## config.mk

```make
export PLATFORM = sky130hd
export DESIGN_NAME = lps_fifo
export DESIGN_NICKNAME = d
export VERILOG_FILES = /design/src/rtl/lps_fifo.sv
export SDC_FILE = /design/constraint.sdc
export NUM_CORES = 1
export LEC_CHECK = 0
export BUFFER_PORTS_ARGS = -buffer_cell sky130_fd_sc_hd__buf_2
export CAP_MARGIN = 10
export CORE_AREA = 10 10 52 54
export DETAILED_ROUTE_END_ITERATION = 12
export DIE_AREA = 0 0 62 64
export GPL_ROUTABILITY_DRIVEN = 1
export PLACE_DENSITY = 0.72
export REMOVE_ABC_BUFFERS = 1
export SYNTH_ARGS = -nofsm -noshare
export SYNTH_HDL_FRONTEND = slang
export SYNTH_SLANG_ARGS = --single-unit
```

## constraint.sdc

```tcl
create_clock -name i_clk -period 1.9 [get_ports i_clk]
set_input_delay 0.19 -clock i_clk [delete_from_list [all_inputs] [get_ports i_clk]]
set_output_delay 0.19 -clock i_clk [all_outputs]
set_load 0.1 [all_outputs]
```

## src/rtl/lps_fifo.sv

```systemverilog
// Small register FIFO; DEPTH must be a power of two.
module lps_fifo #(
    parameter int WIDTH = 8,
    parameter int DEPTH = 2
) (
    input  logic             i_clk,
    input  logic             i_rst_n,
    input  logic             i_push,
    input  logic [WIDTH-1:0] i_data,
    input  logic             i_pop,
    output logic [WIDTH-1:0] o_data,
    output logic             o_full,
    output logic             o_empty
);
    localparam int PTR_W = (DEPTH > 1) ? $clog2(DEPTH) : 1;
    localparam int CNT_W = $clog2(DEPTH + 1);

    logic [WIDTH-1:0] r_mem [DEPTH];
    logic [PTR_W-1:0] r_wr;
    logic [PTR_W-1:0] r_rd;
    logic [CNT_W-1:0] r_cnt;
    logic             do_push;
    logic             do_pop;

    assign o_full  = (r_cnt == CNT_W'(DEPTH));
    assign o_empty = (r_cnt == '0);
    assign do_push = i_push && !o_full;
    assign do_pop  = i_pop && !o_empty;
    assign o_data  = r_mem[r_rd];

    always_ff @(posedge i_clk) begin
        if (!i_rst_n) begin
            r_wr  <= '0;
            r_rd  <= '0;
            r_cnt <= '0;
        end else begin
            if (do_push) begin
                r_wr <= r_wr + 1'b1;
            end
            if (do_pop) begin
                r_rd <= r_rd + 1'b1;
            end
            if (do_push && !do_pop) begin
                r_cnt <= r_cnt + 1'b1;
            end else if (do_pop && !do_push) begin
                r_cnt <= r_cnt - 1'b1;
            end
        end
    end

    always_ff @(posedge i_clk) begin
        if (do_push) begin
            r_mem[r_wr] <= i_data;
        end
    end
endmodule

```

# Word level (Yosys, flattened, before mapping)
# Memories as Yosys holds them, arrays and structs flattened. A register that Yosys moved wholly into a read port is not among the register bits.
# Cells that the tools add are included.
[classes]
addsub = 4
eq_ne = 1
reduce_logical = 10
mux = 6
[ops]
columns = ["cell", "n"]
rows = [
  ["$logic_and 1x1->1", 4],
  ["$logic_not 1->1", 4],
  ["$mux 1", 4],
  ["$mux 2", 2],
  ["$add 1x1->1 const B", 2],
  ["$add 2x1->2 const B", 1],
  ["$eq 2x2->1 const B", 1],
  ["$logic_not 2->1", 1],
  ["$reduce_bool 2->1", 1],
  ["$sub 2x1->2 const B", 1],
]
[word_totals]
n_memories = 1
reg_bits = 4
ramBits = 16
word_cells = 25
output_inout_bits = 10
in_bits = 12
[mem_list]
columns = ["name", "depth", "width", "rd", "rd_clocked_by_memory_dff", "wr", "line", "text"]
rows = [
  ["r_mem", 2, 8, 1, 1, 1, "18", "logic [WIDTH-1:0] r_mem [DEPTH];"],
]

# Longest topological paths before layout
[logic_depth]
ltp_word = 7
mapped_depth = 7
mapped_depth_nobuf = 7

# Worst setup path after synthesis
# Ideal clock, no wire load.
[synth_path]
kind = "reg2reg"
startpoint = "reg r_cnt[0]"
endpoint = "reg r_cnt[1]"
stages_incl_launch_ff = 7
arrival_time_ns = 2.047
path_slack_ns = -0.217
path_buffers = 0
period_less_slack_ns = 2.117
setup_time_ns = 0.070
cell_sequence = "dfxtp_1 -> nand2b_1 -> inv_1 -> nor2_1 -> ha_1 -> or3_1 -> a21oi_1"
[synth_via]
elab_chain_cells = 6
elab_cells_between_ends = 15
[synth_rtl]
columns = ["item", "line", "text"]
rows = [
  ["start, declared", "21", "logic [CNT_W-1:0] r_cnt;"],
  ["start signal, assigned", "44", "r_cnt <= r_cnt + 1'b1;"],
  ["start signal, assigned", "46", "r_cnt <= r_cnt - 1'b1;"],
  ["$eq 2x2->1 *", "25", "assign o_full = (r_cnt == CNT_W'(DEPTH));"],
  ["net o_full", "12", "output logic o_full,"],
  ["$logic_not 1->1 *", "27", "assign do_push = i_push && !o_full;"],
  ["$logic_and 1x1->1 *", "27", ""],
  ["net do_push", "22", "logic do_push;"],
  ["$logic_not 1->1", "45", "end else if (do_pop && !do_push) begin"],
  ["$logic_and 1x1->1", "45", ""],
  ["$reduce_bool 2->1 (no line)", "n/a", ""],
]
# Mark *: on every way through the listed nets, which the timed path passes. The rest lies on a longest branch. The select of a mux whose other input is x is not followed.
# A chain may end at the register's enable or synchronous reset.

==> results_dict.tcl <==
set metrics [dict create \
    synthCells 51 \
    grt_max_degree 13 \
    crit_type "register to output port" \
    ant_nets 0 \
    timing.rr.start "r_cnt[0]$_SDFFE_PN0P_" \
    synth-compound-area-share 0.03738 \
    drc_errors 0 \
    cp_num_buf_inv 1 \
    cts_made_buffers 3 \
    cp_max_fo 8 \
    r2r_end "r_cnt[1]$_SDFFE_PN0P_" \
    setup_viol 0 \
    maxSlewHeadroom 0.6750 \
    fin_worst_skew_ps 4.418 \
    ios 22 \
    grt-ovfl-total 0 \
    critPathCaptureType "output port" \
    vias_per_cell 4.644 \
    cp_cell_sequence "mux2_2, buf_2" \
    cts_hold_buf 0 \
    clockBufferDepth 2 \
    synth-seq-cells 21 \
    wl_per_cell_um 13.49 \
    core_um2 1708 \
    report.final.hold_viol_count 0 \
    reg2reg_depth 6 \
    max_freq_mhz 584.4 \
    holdPathStages 1 \
    vias 469 \
    clock-sinks 21 \
    dieArea_um2 3968 \
    initial_core_util 0.4703 \
    slowest_stage "dfxtp_1" \
    maxCapViolations 0 \
    crit_family "flip-flops" \
    track_usage 0.07623 \
    min_from "i_data[0]" \
    grt_pass1_wl_um 2201 \
    grt_pass1_vias 532 \
    synthAdderAreaFrac 0.01558 \
    tightest_slew_ps 490.9 \
    totalWireLength_um 1362 \
    antenna_found_initial 0 \
    multi_input_area_um2 206.4 \
    nNetsFinal 90 \
    syn_area_per_cell_um2 15.75 \
    worstHoldPathType "input port to register" \
    dp_worst_setup_slack_ps 299.7 \
    rows 15 \
    synthXorXnorAreaFrac 0.03271 \
    slew_violations 0 \
    synthSimpleGateAreaFrac 0.05919 \
    rsz0062_at_grt "false" \
    drt_first_iter_violations 8 \
    arrival_ps 1520 \
    place.gp.congestion 0.6536 \
    clk_pin_slew_ps 110 \
    drive_gt1_frac 0.4605 \
    holdPathEnd "r_mem[1][0]$_DFFE_PP_" \
    cts_root_buf "clkbuf_4" \
    syn_to_final_growth_pct 20.72 \
    die_height_um 64 \
    cp-start-kind "register" \
    cp.required_ps 1710 \
    layout.area.seq_um2 580.6 \
    cpPeakStageDelay_ps 550 \
    status "completed" \
    n_antenna_cell 0 \
    synth_top_family_by_area "multiplexers" \
    htreeDepth 1 \
    post-cts-setup-buffers 0 \
    synth_mux_area_frac 0.1121 \
    ys_types 16 \
    clock_latency_ps 290 \
    finalCritPeriodShare 0.9006 \
    synth_warnings 0 \
    layout_setup_ws_ps 188.9 \
    drtPass1Iterations 4 \
    layout_min_cycle_time_ps 1711 \
    numPortBuffers 21 \
    rrSetupSlack_ps 280 \
    nFillCells 145 \
    die_w_um 62 \
    cts_tree "done" \
    postCtsResizedCells 0 \
    netlist_area_um2 803.3 \
    synth_seq_area_share 0.7227 \
]
sequential cells by signal, indices dropped and copies added, names as in the netlist, named ones only:
name / cells
r_mem: 16
r_wr: 1
r_rd: 1
r_cnt: 2
synth_stat cells:
| cell | number | area, um2 |
|---|---|---|
| a21boi_0 | 1 | 7.510 |
| a21oi_1 | 1 | 5.000 |
| and3_1 | 1 | 6.260 |
| buf_2 | 1 | 5.000 |
| dfxtp_1 | 5 | 100.1 |
| edfxtp_1 | 16 | 480.5 |
| ha_1 | 1 | 12.51 |
| inv_1 | 3 | 11.26 |
| mux2_2 | 8 | 90.09 |
| nand2b_1 | 1 | 6.260 |
| nor2_1 | 5 | 18.77 |
| nor3_2 | 1 | 10.01 |
| o21a_1 | 1 | 7.510 |
| o21ai_0 | 2 | 10.01 |
| or3_1 | 1 | 6.260 |
| xor2_1 | 3 | 26.28 |
layout make-up:
type / instances / share of cell area
repair buffers: 22 / 0.1161
inverters: 3 / 0.01161
clock buffers: 3 / 0.02323
clock inverters: 1 / 0.005161
well taps: 25 / 0.03226
flip-flops and latches: 21 / 0.5987
multi-input cells: 26 / 0.2129
how the worst max path moves through the flow:
| stage | end | depth (start not counted) | slack (ps) |
|---|---|---|---|
| after CTS | o_data[5] | 2 | 150 |
| after global placement | r_cnt[1]$_SDFFE_PN0P_ | 6 | 390 |
| after detailed placement | r_cnt[1]$_SDFFE_PN0P_ | 6 | 300 |
| after floorplan | r_cnt[1]$_SDFFE_PN0P_ | 6 | -220 |
| final | o_data[5] | 2 | 190 |
| after global routing | o_data[4] | 2 | 80 |
stage by stage:
stage | util | cells | instance area [um2] | setup TNS (ps) | hold slack [ps]
4_1_cts | 0.5678 | 101 | 969.7 | 0 | 65.68
2_1_floorplan | - | 50 | 798.3 | -216.9 | 288.9
3_3_place_gp | 0.5516 | 97 | 942.2 | 0 | 378.3
3_5_place_dp | 0.5516 | 97 | 942.2 | 0 | 382.5
5_1_grt | 0.5678 | 101 | 969.7 | 0 | 49.81
6_report | 0.5678 | 101 | 969.7 | 0 | 77.52
per-layer routing:
layer  part of all wire  global-route usage  vias to the layer above  wire (um)
met5                  0                   0                        -          0
met1               0.44             0.07351                      219        597
li1                   -                   -                      234          -
met3              0.054             0.03360                        2         73
met2               0.50              0.1256                       14        679
met4             0.0081             0.05028                        0         11
cells in the final DEF (no fill, tap or decap), types with 2 or more instances in the layout:
cell type,Yosys,routed
edfxtp_1,16,16
buf_2,1,21
nor2_1,5,5
o21ai_0,2,2
xor2_1,3,3
clkbuf_4,0,3
inv_1,3,3
mux2_2,8,8
dfxtp_1,5,5
logic make-up (layout without fill, tap and decap cells):
logic type	count (synthesis)	after routing
AND/OR/NAND/NOR	9	9
multiplexers	8	8
buffers and inverters	4	29
flip-flops	21	21
XOR/XNOR	3	3
adder cells (fa/ha/maj)	1	1
AO/OA/AOI/OAI	5	5
Power is not shown: default switching activity piles up to over one toggle a cycle in this logic, so the estimate is an artifact.
