### src/rtl/lps_pkg.sv
package lps_pkg;

    typedef enum logic [1:0] {
        ST_INACTIVE   = 2'd0,
        ST_SEND_DELAY = 2'd1,
        ST_WAIT       = 2'd2,
        ST_CONFIRMED  = 2'd3
    } t_port_state;

    typedef enum logic [1:0] {
        EV_UP      = 2'd0,
        EV_DOWN    = 2'd1,
        EV_TIMEOUT = 2'd2,
        EV_RECV    = 2'd3
    } t_action;

    typedef enum logic [1:0] {
        REP_UP       = 2'd0,
        REP_DOWN     = 2'd1,
        REP_UNSTABLE = 2'd2
    } t_report;

    typedef enum logic [1:0] {
        BK_CLEAR = 2'd0,
        BK_IDLE  = 2'd1,
        BK_EXEC  = 2'd2
    } t_back_state;

    // Timer delays in ms
    localparam logic [14:0] DLY_CONFIRM     = 15'd30000;
    localparam logic [14:0] DLY_SHORT_BASE  = 15'd2000;
    localparam logic [14:0] DLY_LONG_BASE   = 15'd4000;
    localparam logic [14:0] DLY_LAST_SHORT  = 15'd8000;
    localparam logic [14:0] DLY_LAST_LONG   = 15'd16000;
    localparam logic [26:0] SPAN_SHORT      = 27'd2000;
    localparam logic [27:0] SPAN_LONG       = 28'd4000;

    // Retry counts
    localparam logic [3:0] RETRY_ONE     = 4'd1;
    localparam logic [3:0] RETRY_WAIT    = 4'd2;
    localparam logic [3:0] RETRY_REFUSED = 4'd12;
    localparam logic [3:0] RETRY_MAX     = 4'd15;

    typedef struct packed {
        t_action     action;
        logic [5:0]  port_index;
        logic [31:0] now_ms;
        logic [15:0] rand_frac;
        logic [63:0] peer_node;
        logic [15:0] peer_port;
        logic        send_ok;
        logic        report_ok;
        logic        peer_present;
    } t_in_item;

    typedef struct packed {
        logic [5:0]  port_echo;
        t_port_state new_state;
        logic        timer_armed;
        logic [14:0] delay_ms;
        logic        send_probe;
        logic        report_valid;
        t_report     report_status;
        logic [63:0] report_peer_node;
        logic [15:0] report_peer_port;
        logic [3:0]  retry_left;
    } t_out_item;

    // Classified item held between front and back
    typedef struct packed {
        t_action     action;
        logic [5:0]  port_index;
        logic        in_range;
        logic [31:0] now_ms;
        logic [10:0] jit_short;   // (2000 * frac) >> 16
        logic [11:0] jit_long;    // (4000 * frac) >> 16
        logic [63:0] peer_node;
        logic [15:0] peer_port;
        logic        send_ok;
        logic        report_ok;
        logic        peer_present;
    } t_cls_item;

    typedef struct packed {
        t_port_state state;
        logic [3:0]  retry;
        logic        link_up;
        logic [63:0] node;
        logic [15:0] port;
        logic [31:0] sent_time;
    } t_entry;

endpackage

### src/rtl/lps_fifo.sv
// Small register FIFO; DEPTH must be a power of two.
module lps_fifo #(
    parameter int WIDTH = 8,
    parameter int DEPTH = 2
) (
    input  logic             i_clk,
    input  logic             i_rst_n,
    input  logic             i_push,
    input  logic [WIDTH-1:0] i_data,
    input  logic             i_pop,
    output logic [WIDTH-1:0] o_data,
    output logic             o_full,
    output logic             o_empty
);
    localparam int PTR_W = (DEPTH > 1) ? $clog2(DEPTH) : 1;
    localparam int CNT_W = $clog2(DEPTH + 1);

    logic [WIDTH-1:0] r_mem [DEPTH];
    logic [PTR_W-1:0] r_wr;
    logic [PTR_W-1:0] r_rd;
    logic [CNT_W-1:0] r_cnt;
    logic             do_push;
    logic             do_pop;

    assign o_full  = (r_cnt == CNT_W'(DEPTH));
    assign o_empty = (r_cnt == '0);
    assign do_push = i_push && !o_full;
    assign do_pop  = i_pop && !o_empty;
    assign o_data  = r_mem[r_rd];

    always_ff @(posedge i_clk) begin
        if (!i_rst_n) begin
            r_wr  <= '0;
            r_rd  <= '0;
            r_cnt <= '0;
        end else begin
            if (do_push) begin
                r_wr <= r_wr + 1'b1;
            end
            if (do_pop) begin
                r_rd <= r_rd + 1'b1;
            end
            if (do_push && !do_pop) begin
                r_cnt <= r_cnt + 1'b1;
            end else if (do_pop && !do_push) begin
                r_cnt <= r_cnt - 1'b1;
            end
        end
    end

    always_ff @(posedge i_clk) begin
        if (do_push) begin
            r_mem[r_wr] <= i_data;
        end
    end
endmodule

### src/rtl/lps_front.sv
// Accept events, range-check the port, precompute jitter terms, queue.
module lps_front #(
    parameter int PORTS = 64
) (
    input  logic              i_clk,
    input  logic              i_rst_n,
    input  logic              i_push,
    input  lps_pkg::t_in_item i_item,
    input  logic              i_hold,
    output logic              o_full,
    input  logic              i_cls_pop,
    output lps_pkg::t_cls_item o_cls,
    output logic              o_cls_empty
);
    lps_pkg::t_cls_item cls;
    logic [26:0]        prod_short;
    logic [27:0]        prod_long;
    logic               q_full;
    logic [$bits(lps_pkg::t_cls_item)-1:0] q_out;

    always_comb begin
        prod_short       = 27'(i_item.rand_frac) * lps_pkg::SPAN_SHORT;
        prod_long        = 28'(i_item.rand_frac) * lps_pkg::SPAN_LONG;
        cls.action       = i_item.action;
        cls.port_index   = i_item.port_index;
        cls.in_range     = (32'(i_item.port_index) < 32'(PORTS));
        cls.now_ms       = i_item.now_ms;
        cls.jit_short    = prod_short[26:16];
        cls.jit_long     = prod_long[27:16];
        cls.peer_node    = i_item.peer_node;
        cls.peer_port    = i_item.peer_port;
        cls.send_ok      = i_item.send_ok;
        cls.report_ok    = i_item.report_ok;
        cls.peer_present = i_item.peer_present;
    end

    // Hold off input while the table clear runs
    assign o_full = q_full || i_hold;

    lps_fifo #(
        .WIDTH($bits(lps_pkg::t_cls_item)),
        .DEPTH(2)
    ) u_cls_q (
        .i_clk  (i_clk),
        .i_rst_n(i_rst_n),
        .i_push (i_push && !o_full),
        .i_data (cls),
        .i_pop  (i_cls_pop),
        .o_data (q_out),
        .o_full (q_full),
        .o_empty(o_cls_empty)
    );

    assign o_cls = lps_pkg::t_cls_item'(q_out);
endmodule

### config.mk
export PLATFORM = sky130hd
export DESIGN_NAME = lps_front
export DESIGN_NICKNAME = d
export VERILOG_FILES = /design/src/rtl/lps_pkg.sv /design/src/rtl/lps_fifo.sv /design/src/rtl/lps_front.sv
export SDC_FILE = /design/constraint.sdc
export NUM_CORES = 1
export LEC_CHECK = 0
export ABC_AREA = 1
export BUFFER_PORTS_ARGS = -buffer_cell sky130_fd_sc_hd__buf_2
export CELL_PAD_IN_SITES_DETAIL_PLACEMENT = 0
export CELL_PAD_IN_SITES_GLOBAL_PLACEMENT = 1
export CORE_AREA = 2 2 187 189
export DETAILED_ROUTE_END_ITERATION = 10
export DIE_AREA = 0 0 189 191
export GPL_TIMING_DRIVEN = 0
export PLACE_DENSITY_LB_ADDON = 0.1
export SKIP_LAST_GASP = 1
export SLEW_MARGIN = 5
export SYNTH_ARGS = -nofsm -noshare
export SYNTH_HDL_FRONTEND = slang
export SYNTH_HIERARCHICAL = 1
export SYNTH_SLANG_ARGS = --single-unit
### constraint.sdc
create_clock -name i_clk -period 7 [get_ports i_clk]
set_clock_uncertainty 0.1 [all_clocks]
set_input_delay 0.35 -clock i_clk [delete_from_list [all_inputs] [get_ports i_clk]]
set_output_delay 0.35 -clock i_clk [all_outputs]
set_load 0.03 [all_outputs]
Word level (Yosys, flattened, before mapping)
Memory sizes are Yosys's and may differ from the RTL's. A register that Yosys moved wholly into a read port is not among the register bits. Index checks and enable logic that the tools add are counted. Widths: inputs -> output; s select.

Add/sub/neg operators: 4. Multiply operators: 2. Equality and inequality tests: 1. Multiplexer cells: 6. Reductions and logical operators: 13.

Operators by type and width (number): $mul 16x7->23 const B (2); $logic_and 1x1->1 (5); $logic_not 1->1 (5); $mux 1 (4); $mux 2 (2); $add 1x1->1 const B (2); $add 2x1->2 const B (1); $eq 2x2->1 const B (1); $logic_not 2->1 (1); $reduce_bool 2->1 (1); $sub 2x1->2 const B (1); $logic_or 1x1->1 (1).

Register bits: 4. RAM bits: 292. Memories kept: 1.

Memories: u_cls_q.r_mem (words 2, bits a word 146, rd ports 1, clocked after memory_dff 1, write ports 1, line lps_fifo.sv:18) `logic [WIDTH-1:0] r_mem [DEPTH];`.

Logic depth before layout (Yosys ltp)
Gate-level depths: netlist of run 1.

Word-level depth: 9. Gate-level depth with buffers: 17. Gate-level depth less buffers: 17.

Cells and area by module
The synthesis of run 1 kept the hierarchy.

Modules (own cells, without submodules): lps_fifo (instances 1, cells an instance 495, area each 10899.2 um^2); lps_front (instances 1, cells an instance 368, area each 2879.0 um^2).

Least setup slack after synthesis of run 1
Ideal clock, no wire load.

Kind: reg-to-reg. From: register u_cls_q.r_cnt[1]. To: memory u_cls_q/r_mem[0][0] (netlist bit), enable pin. Setup time: 0.656 ns. Arrival: 7.140 ns. Data required time: 6.244 ns. Slack: -0.896 ns. Stages on the path, launching flop included: 7. Path buffers: 0. Path through: dfxtp_1 > inv_1 > nor2_1 > or2_2 > nor2_1 > o21ai_0 > nor2_1.

Word-level cells in the longest chain between the ends: 7. Elaborated cells on any way between the ends: 8. Classes of those cells: 1 x eq/ne; 2 x mux; 5 x reduce/logical.

RTL lines: from (decl) (line lps_fifo.sv:21) `logic [CNT_W-1:0] r_cnt;`; from (signal assigned) (line lps_fifo.sv:44) `r_cnt <= r_cnt + 1'b1;`; from (signal assigned) (line lps_fifo.sv:46) `r_cnt <= r_cnt - 1'b1;`; $eq 2x2->1 (line lps_fifo.sv:25) `assign o_full = (r_cnt == CNT_W'(DEPTH));`; named net q_full (line lps_front.sv:18) `logic q_full;`; $logic_or 1x1->1 (line lps_front.sv:38) `assign o_full = q_full || i_hold;`; named net o_full (line lps_front.sv:10) `output logic o_full,`; $logic_not 1->1 (line lps_front.sv:46) `.i_push (i_push && !o_full),`; $logic_and 1x1->1 (line lps_front.sv:46); $logic_and 1x1->1 (line lps_fifo.sv:27) `assign do_push = i_push && !o_full;`; $mux 1 (line lps_fifo.sv:52) `if (do_push) begin`; $mux 1 (not written as such) (line lps_fifo.sv:53) `r_mem[r_wr] <= i_data;`; to (decl) (line lps_fifo.sv:18).

The timed path passes the listed nets, and every way through them passes these cells.

Final worst setup path of run 1
From: input port i_item[92] (netlist bit). To: memory u_cls_q/r_mem[1][104] (netlist bit) (data pin).

Word-level cells in the longest chain between the ends: 1.

RTL lines: from (decl) (line lps_front.sv:8) `input lps_pkg::t_in_item i_item,`; $mul 16x7->23 (line lps_front.sv:22) `prod_short = 27'(i_item.rand_frac) * lps_pkg::SPAN_SHORT;`.

No other way between the ends.

==> results of run 1 <==
==> worst min-delay path by stage <==
stage | to | depth (start not counted)
after detailed placement | flop | 2
after CTS | flop | 5
after global placement | u_cls_q/r_rd$_SDFFE_PN0P_ | 2
final | flop | 5
after global routing | flop | 6
after floorplan | u_cls_q/r_mem[0][0]$_DFFE_PP_ | 0
==> worst max-delay path, stage by stage <==
cell,delay (ps)
buf_2,120
inv_1,220
fa_1,470
fa_1,490
inv_1,50
fa_1,470
inv_1,50
fa_1,470
inv_1,40
ha_1,380
nand2_1,130
inv_2,80
nand2_1,100
nor3_2,150
nand3_1,160
nand4_1,120
nand2_1,110
==> through the flow <==
stage	TNS, ps	instance area, sq um	hold WS [ps]	cells
after floorplan	-263400	13800	349	864
after global placement	-1484870	15800	379	1611
after detailed placement	0	16100	390	1623
after CTS	0	18400	152	1806
after global routing	0	18400	217	1806
final	0	18400	177	1806
==> kinds of logic (layout without fill, tap and decap cells) <==
group,Yosys count,count (layout)
AO/OA/AOI/OAI,37,37
XOR/XNOR,6,6
adder cells (fa/ha/maj),105,105
buffers and inverters,131,618
flip-flops,299,299
multiplexers,147,147
other,1,2
AND/OR/NAND/NOR,137,137
==> state kept, by name (all words and copies together) (netlist names), named ones only <==
| signal | count |
|---|---|
| u_cls_q/r_mem | 294 |
| u_cls_q/r_cnt | 2 |
| u_cls_q/r_rd | 1 |
| u_cls_q/r_wr | 1 |
==> power by group <==
group          switching [W]  leakage (nW)  internal, W
registers          0.0000434          2.73      0.00237
clock network       0.000664         0.522     0.000995
logic                0.00187          4.19      0.00103
==> final cells by class <==
class | count | area (sq um)
fill | 2909 | 15700
sequential | 299 | 8930
multi-input combinational | 434 | 4260
timing repair buffer | 428 | 2970
clock buffer | 44 | 952
tap | 455 | 569
inverter | 115 | 432
buffer | 16 | 174
clock inverter | 15 | 101
==> layer usage <==
| metal | vias up | wire length [um] | GRT usage (%) | share of wire, % |
|---|---|---|---|---|
| met5 | - | 0 | 0 | 0 |
| met4 | 0 | 781 | 5.47 | 2.6 |
| met3 | 51 | 1390 | 2.37 | 4.7 |
| met2 | 179 | 15300 | 29.7 | 51 |
| met1 | 3954 | 12300 | 19.7 | 41 |
| li1 | 4007 | - | - | - |
==> placed cells by master (no fill, tap or decap), drive strengths merged <==
cell / instances
fa: 53
xor2: 4
or2: 1
bufinv: 1
a21boi: 2
nand2: 76
clkbuf: 44
xnor2: 2
inv: 116
clkinv: 13
dlygate4sd3: 124
nor3: 4
nand3b: 1
edfxtp: 294
nand3: 16
ha: 52
buf: 320
a21o: 1
and2: 1
o21bai: 2
conb: 2
nor4: 2
a31oi: 1
a21oi: 18
o21ai: 13
mux2: 147
dfxtp: 5
nand4: 4
nor2: 32
==> out/results.tsv, run 1 <==
metric	value	unit
slew_violations	0	
ctsRootBufferMaster	clkbuf_16	
hold_viol	0	
grt_max_degree	29	
gp_congestion	0.825	
grt_usage	16.3	%
async_reset_ff_share	0	%
nNetsFinal	1577	
synth_fa_ha_area_share	12.4	%
ys_seq_elements	299	
post-place-ws	2620	ps
clkSlewWorstSetupHoldPaths	60	ps
grt_pass1_wl	45700	um
synthTopCellsByCount	edfxtp_1 (294), mux2_2 (147), inv_1 (110)	
rr_worst_depth	8	
cts_sinks	299	
cts_setup_buffers	0	
ctsResizeCount	0	
cellLeakagePower	7.44	nW
synth_top_family_by_area	adder cells	
die_y	191	um
die_w	189	um
syn_area_per_cell	16.0	sq um
period_share	54.6	%
yosysMostFrequentCell	edfxtp_1	
regToRegSetupSlack	4280	ps
core	34100	sq um
synth-compound-area-share	1.47	%
port_buffers	292	
setup_viol	0	
yosysWarnings	6	
drt_wl_total	29800	um
synth_area_leaders	edfxtp_1 (64%), mux2_2 (12%), fa_1 (7.7%)	
crit_path_end_kind	flop	
synthFlopType	edfxtp_1	
drc	0	
cts_made_buffers	34	
status	finished, final reports clean	
start_util	40.4	%
synth_edf_count	294	
ys_types	33	
hp-class	in -> reg	
cp-start-kind	input port	
arrival	3950	ps
critPathRequiredTime	7130	ps
maxCapViolCount	0	
yosysTopAreaCell	edfxtp_1	
power	0.00697	W
power.density	379	nW/um^2
holdBufCountCts	124	
muxShareOfSynthArea	12.0	%
yosysTopAreaCellShare	64.1	%
worstSetupEndpoint	u_cls_q/r_mem[1][104]$_DFFE_PP_	
crit_start	i_item[92]	
drive_gt1_share	39.5	%
rows	68	
relSlewSlack	44.8	%
dr.first_iter.drc_count	298	
timing.fmax	0.262	GHz
rsz0062_at_grt	false	
clk_latency	500	ps
htreeDepth	2	
dpl.hpwl	22000	um
synth_cells	863	
wl_per_cell	16.5	um
syn_area	13800	sq um
r2r_end	u_cls_q/r_mem[1][17]$_DFFE_PP_	
setup_ws	3180	ps
tightest_slew	819	ps
clk_path_buf_depth	3	
synthXorXnorAreaFrac	0.381	%
vias_per_cell	4.54	
num_io_pins	293	
first_pass_iters	4	
ir_drop	176	uV
dieArea	36100	sq um
worst-setup-path-type	in -> reg	
area_delta_synth_final	33.4	%
min-delay-start	i_cls_pop	
insertedDiodeCount	0	
via_count	8191	
post-route-min-period	3820	ps
drt.antenna.violating_nets	0	
cts_tree	built	
crit-reg2reg-launch	u_cls_q/r_cnt[0]$_SDFFE_PN0P_	
yosysSeqAreaShare	64.8	%
grt_pass1_vias	8509	
fin_util	53.9	%
crit_fanout	6	
gr-total-overflow	0	
synth_simple_gate_area_share	4.49	%
antenna_found_initial	0	
No activity file was read; power rests on OpenSTA's default activity.
==> run 2, diff against run 1 <==
CORE_AREA = 2 2 177 179   (was 2 2 187 189)
DIE_AREA = 0 0 179 181   (was 0 0 189 191)
clock period = 4 ns   (was 7 ns; I/O delays follow)
==> out/results.tsv, run 2 (same netlist as run 1, synthesis figures left out) <==
metric	value	unit	change
status	finished, final reports clean		
p_comb_share	41.3	%	-0.3 points
first_pass_iters	4		unchanged
hp-class	in -> reg		
cts_sinks	299		unchanged
grt_pass1_wl	45400	um	-0.71%
gr-total-overflow	0		unchanged
tightest_slew	831	ps	+11.3 ps
dieArea	32400	sq um	-10%
grt_pass1_vias	8503		-0.071%
cts_made_buffers	31		-8.8%
ctsResizeCount	0		unchanged
largestRegisters	u_cls_q/r_mem x294, u_cls_q/r_cnt x2		
grt_usage	18.0	%	+1.7 points
post-route-min-period	3620	ps	
drive_gt1_share	39.8	%	+0.25 points
cts_tree	built		
finalSetupTns	0	ps	unchanged
period_share	90.4	%	
dpl.hpwl	21400	um	-2.7%
clkSlewWorstSetupHoldPaths	60	ps	about the same
area_delta_synth_final	33.4	%	about the same
place_area	16000	sq um	-0.27%
swShare	36.7	%	-0.29 points
post-place-ws	-221	ps	-2840 ps
critPathRequiredTime	4220	ps	-2910 ps
cp-start-kind	input port		
p_sw	0.00452	W	+75%
slew_violations	0		unchanged
drc	0		unchanged
crit_fanout	4		-2
ctsRootBufferMaster	clkbuf_16		
crit_path_end_kind	flop		
nNetsFinal	1575		-0.13%
clk_latency	540	ps	+40 ps
core	30300	sq um	-11%
drt_wl_total	29400	um	-1.1%
pwr-share-seq	34.3	%	-0.3 points
port_buffers	292		unchanged
worst-setup-path-type	in -> reg		
clk_path_buf_depth	3		unchanged
setup_ws	384	ps	-2790 ps
start_util	45.4	%	+5.0 points
top_register	u_cls_q/r_mem		
relSlewSlack	44.0	%	-0.76 points
vias_per_cell	4.72		+4.1%
finalInstanceArea	18400	sq um	about the same
post-place-cells	1564		-3.6%
die_y	181	um	-5.2%
htreeDepth	1		-1
cts_setup_buffers	0		unchanged
die_w	179	um	-5.3%
rsz0062_at_grt	false		
wl_per_cell	16.9	um	+2.2%
via_count	8252		+0.74%
final_common_cell	edfxtp_1		
p_int	0.00778	W	+77%
hold_viol	0		unchanged
setup_viol	0		unchanged
drt.antenna.violating_nets	0		unchanged
instances_no_fill	1747		-3.3%
rows	64		-5.9%
cellLeakagePower	7.47	nW	+0.34%
grt_max_degree	30		+3.4%
ir_drop	366	uV	+110%
gp_congestion	0.771		-6.5%
maxCapViolCount	0		unchanged
dr.first_iter.drc_count	368		+23%
timing.fmax	0.277	GHz	
largest_reg_flops	294		unchanged
num_io_pins	293		unchanged
final_cell_mix	edfxtp_1 (294), buf_2 (293), mux2_2 (147)		
antenna_found_initial	1		+1
clkPwrFrac	24.4	%	+0.6 points
fillers	2452		-16%
arrival	3840	ps	-110 ps
power.density	669	nW/um^2	+77%
run 2: cell count changes in the layout (fill, tap and decap cells not counted):
cell / previous run / this run
buf_12: 9 / 5
buf_16: 3 / 7
bufinv_16: 1 / 5
clkbuf_1: 7 / 4
clkbuf_16: 37 / 31
clkbuf_8: 0 / 5
clkinv_1: 5 / 3
clkinv_2: 7 / 5
clkinv_4: 1 / 2
clkinvlp_4: 0 / 1
diode_2: 0 / 1
dlygate4sd3_1: 124 / 125
run 2: area by class of cell:
class | count | area (sq um) | area share [%]
inverters | 115 | 432 | 2.35
flip-flops and latches | 299 | 8930 | 48.6
clock buffers | 40 | 860 | 4.68
well taps | 396 | 495 | 2.70
multi-input cells | 434 | 4260 | 23.2
diodes | 1 | 2.50 | 0.0136
clock inverters | 17 | 220 | 1.20
repair buffers | 429 | 3010 | 16.4
plain buffers | 16 | 174 | 0.946
run 2: per-layer routing:
layer,global-route usage [%],vias to the layer above,routed length [um]
met5,0,-,0
met4,5.20,0,749
met3,2.19,44,1480
met2,32.4,186,15100
met1,22.4,4025,12200
li1,-,3997,-
run 2: repair_timing:
item / CTS / global route
hold buffers: 125 / 0
hold endpoints to repair: 251 / 0
endpoints found under the setup margin: 0 / 0
run 2: stage by stage:
step	hold WS (ps)	power, W	utilization (%)
floorplan	199	0.00792	-
global placement	288	0.00925	51.9
detailed placement	291	0.00933	52.9
CTS	258	0.0125	60.6
global route	267	0.0131	60.6
finish	281	0.0123	60.6
run 2: final timing paths:
kind         cells past startpoint  slack (ps)                           from                              to
max                             15         380                     i_item[88]  u_cls_q/r_mem[1][96]$_DFFE_PP_
min                              2         280                     i_item[61]  u_cls_q/r_mem[1][61]$_DFFE_PP_
max reg2reg                      9        1140  u_cls_q/r_cnt[1]$_SDFFE_PN0P_  u_cls_q/r_mem[1][19]$_DFFE_PP_
min reg2reg                      2         390      u_cls_q/r_rd$_SDFFE_PN0P_       u_cls_q/r_rd$_SDFFE_PN0P_
run 2: power groups by stage:
stage / logic (W) / registers (W) / clock network (W)
global route: 0.00563 / 0.00425 / 0.00319
global placement: 0.00491 / 0.00434 / 0
detailed placement: 0.00504 / 0.00429 / 0
CTS: 0.00517 / 0.00422 / 0.00307
floorplan: 0.00362 / 0.00431 / 0
finish: 0.00509 / 0.00422 / 0.00300
run 2: critical path, cell delays in order:
cell and delay, ps:
buf_2 120, inv_1 230, fa_1 490, fa_1 490
fa_1 460, fa_1 520, inv_1 40, ha_1 370
nand2_2 110, nor2_2 150, inv_2 60, nor3_4 130
nand2_1 90, nand3_2 70, xor2_1 310
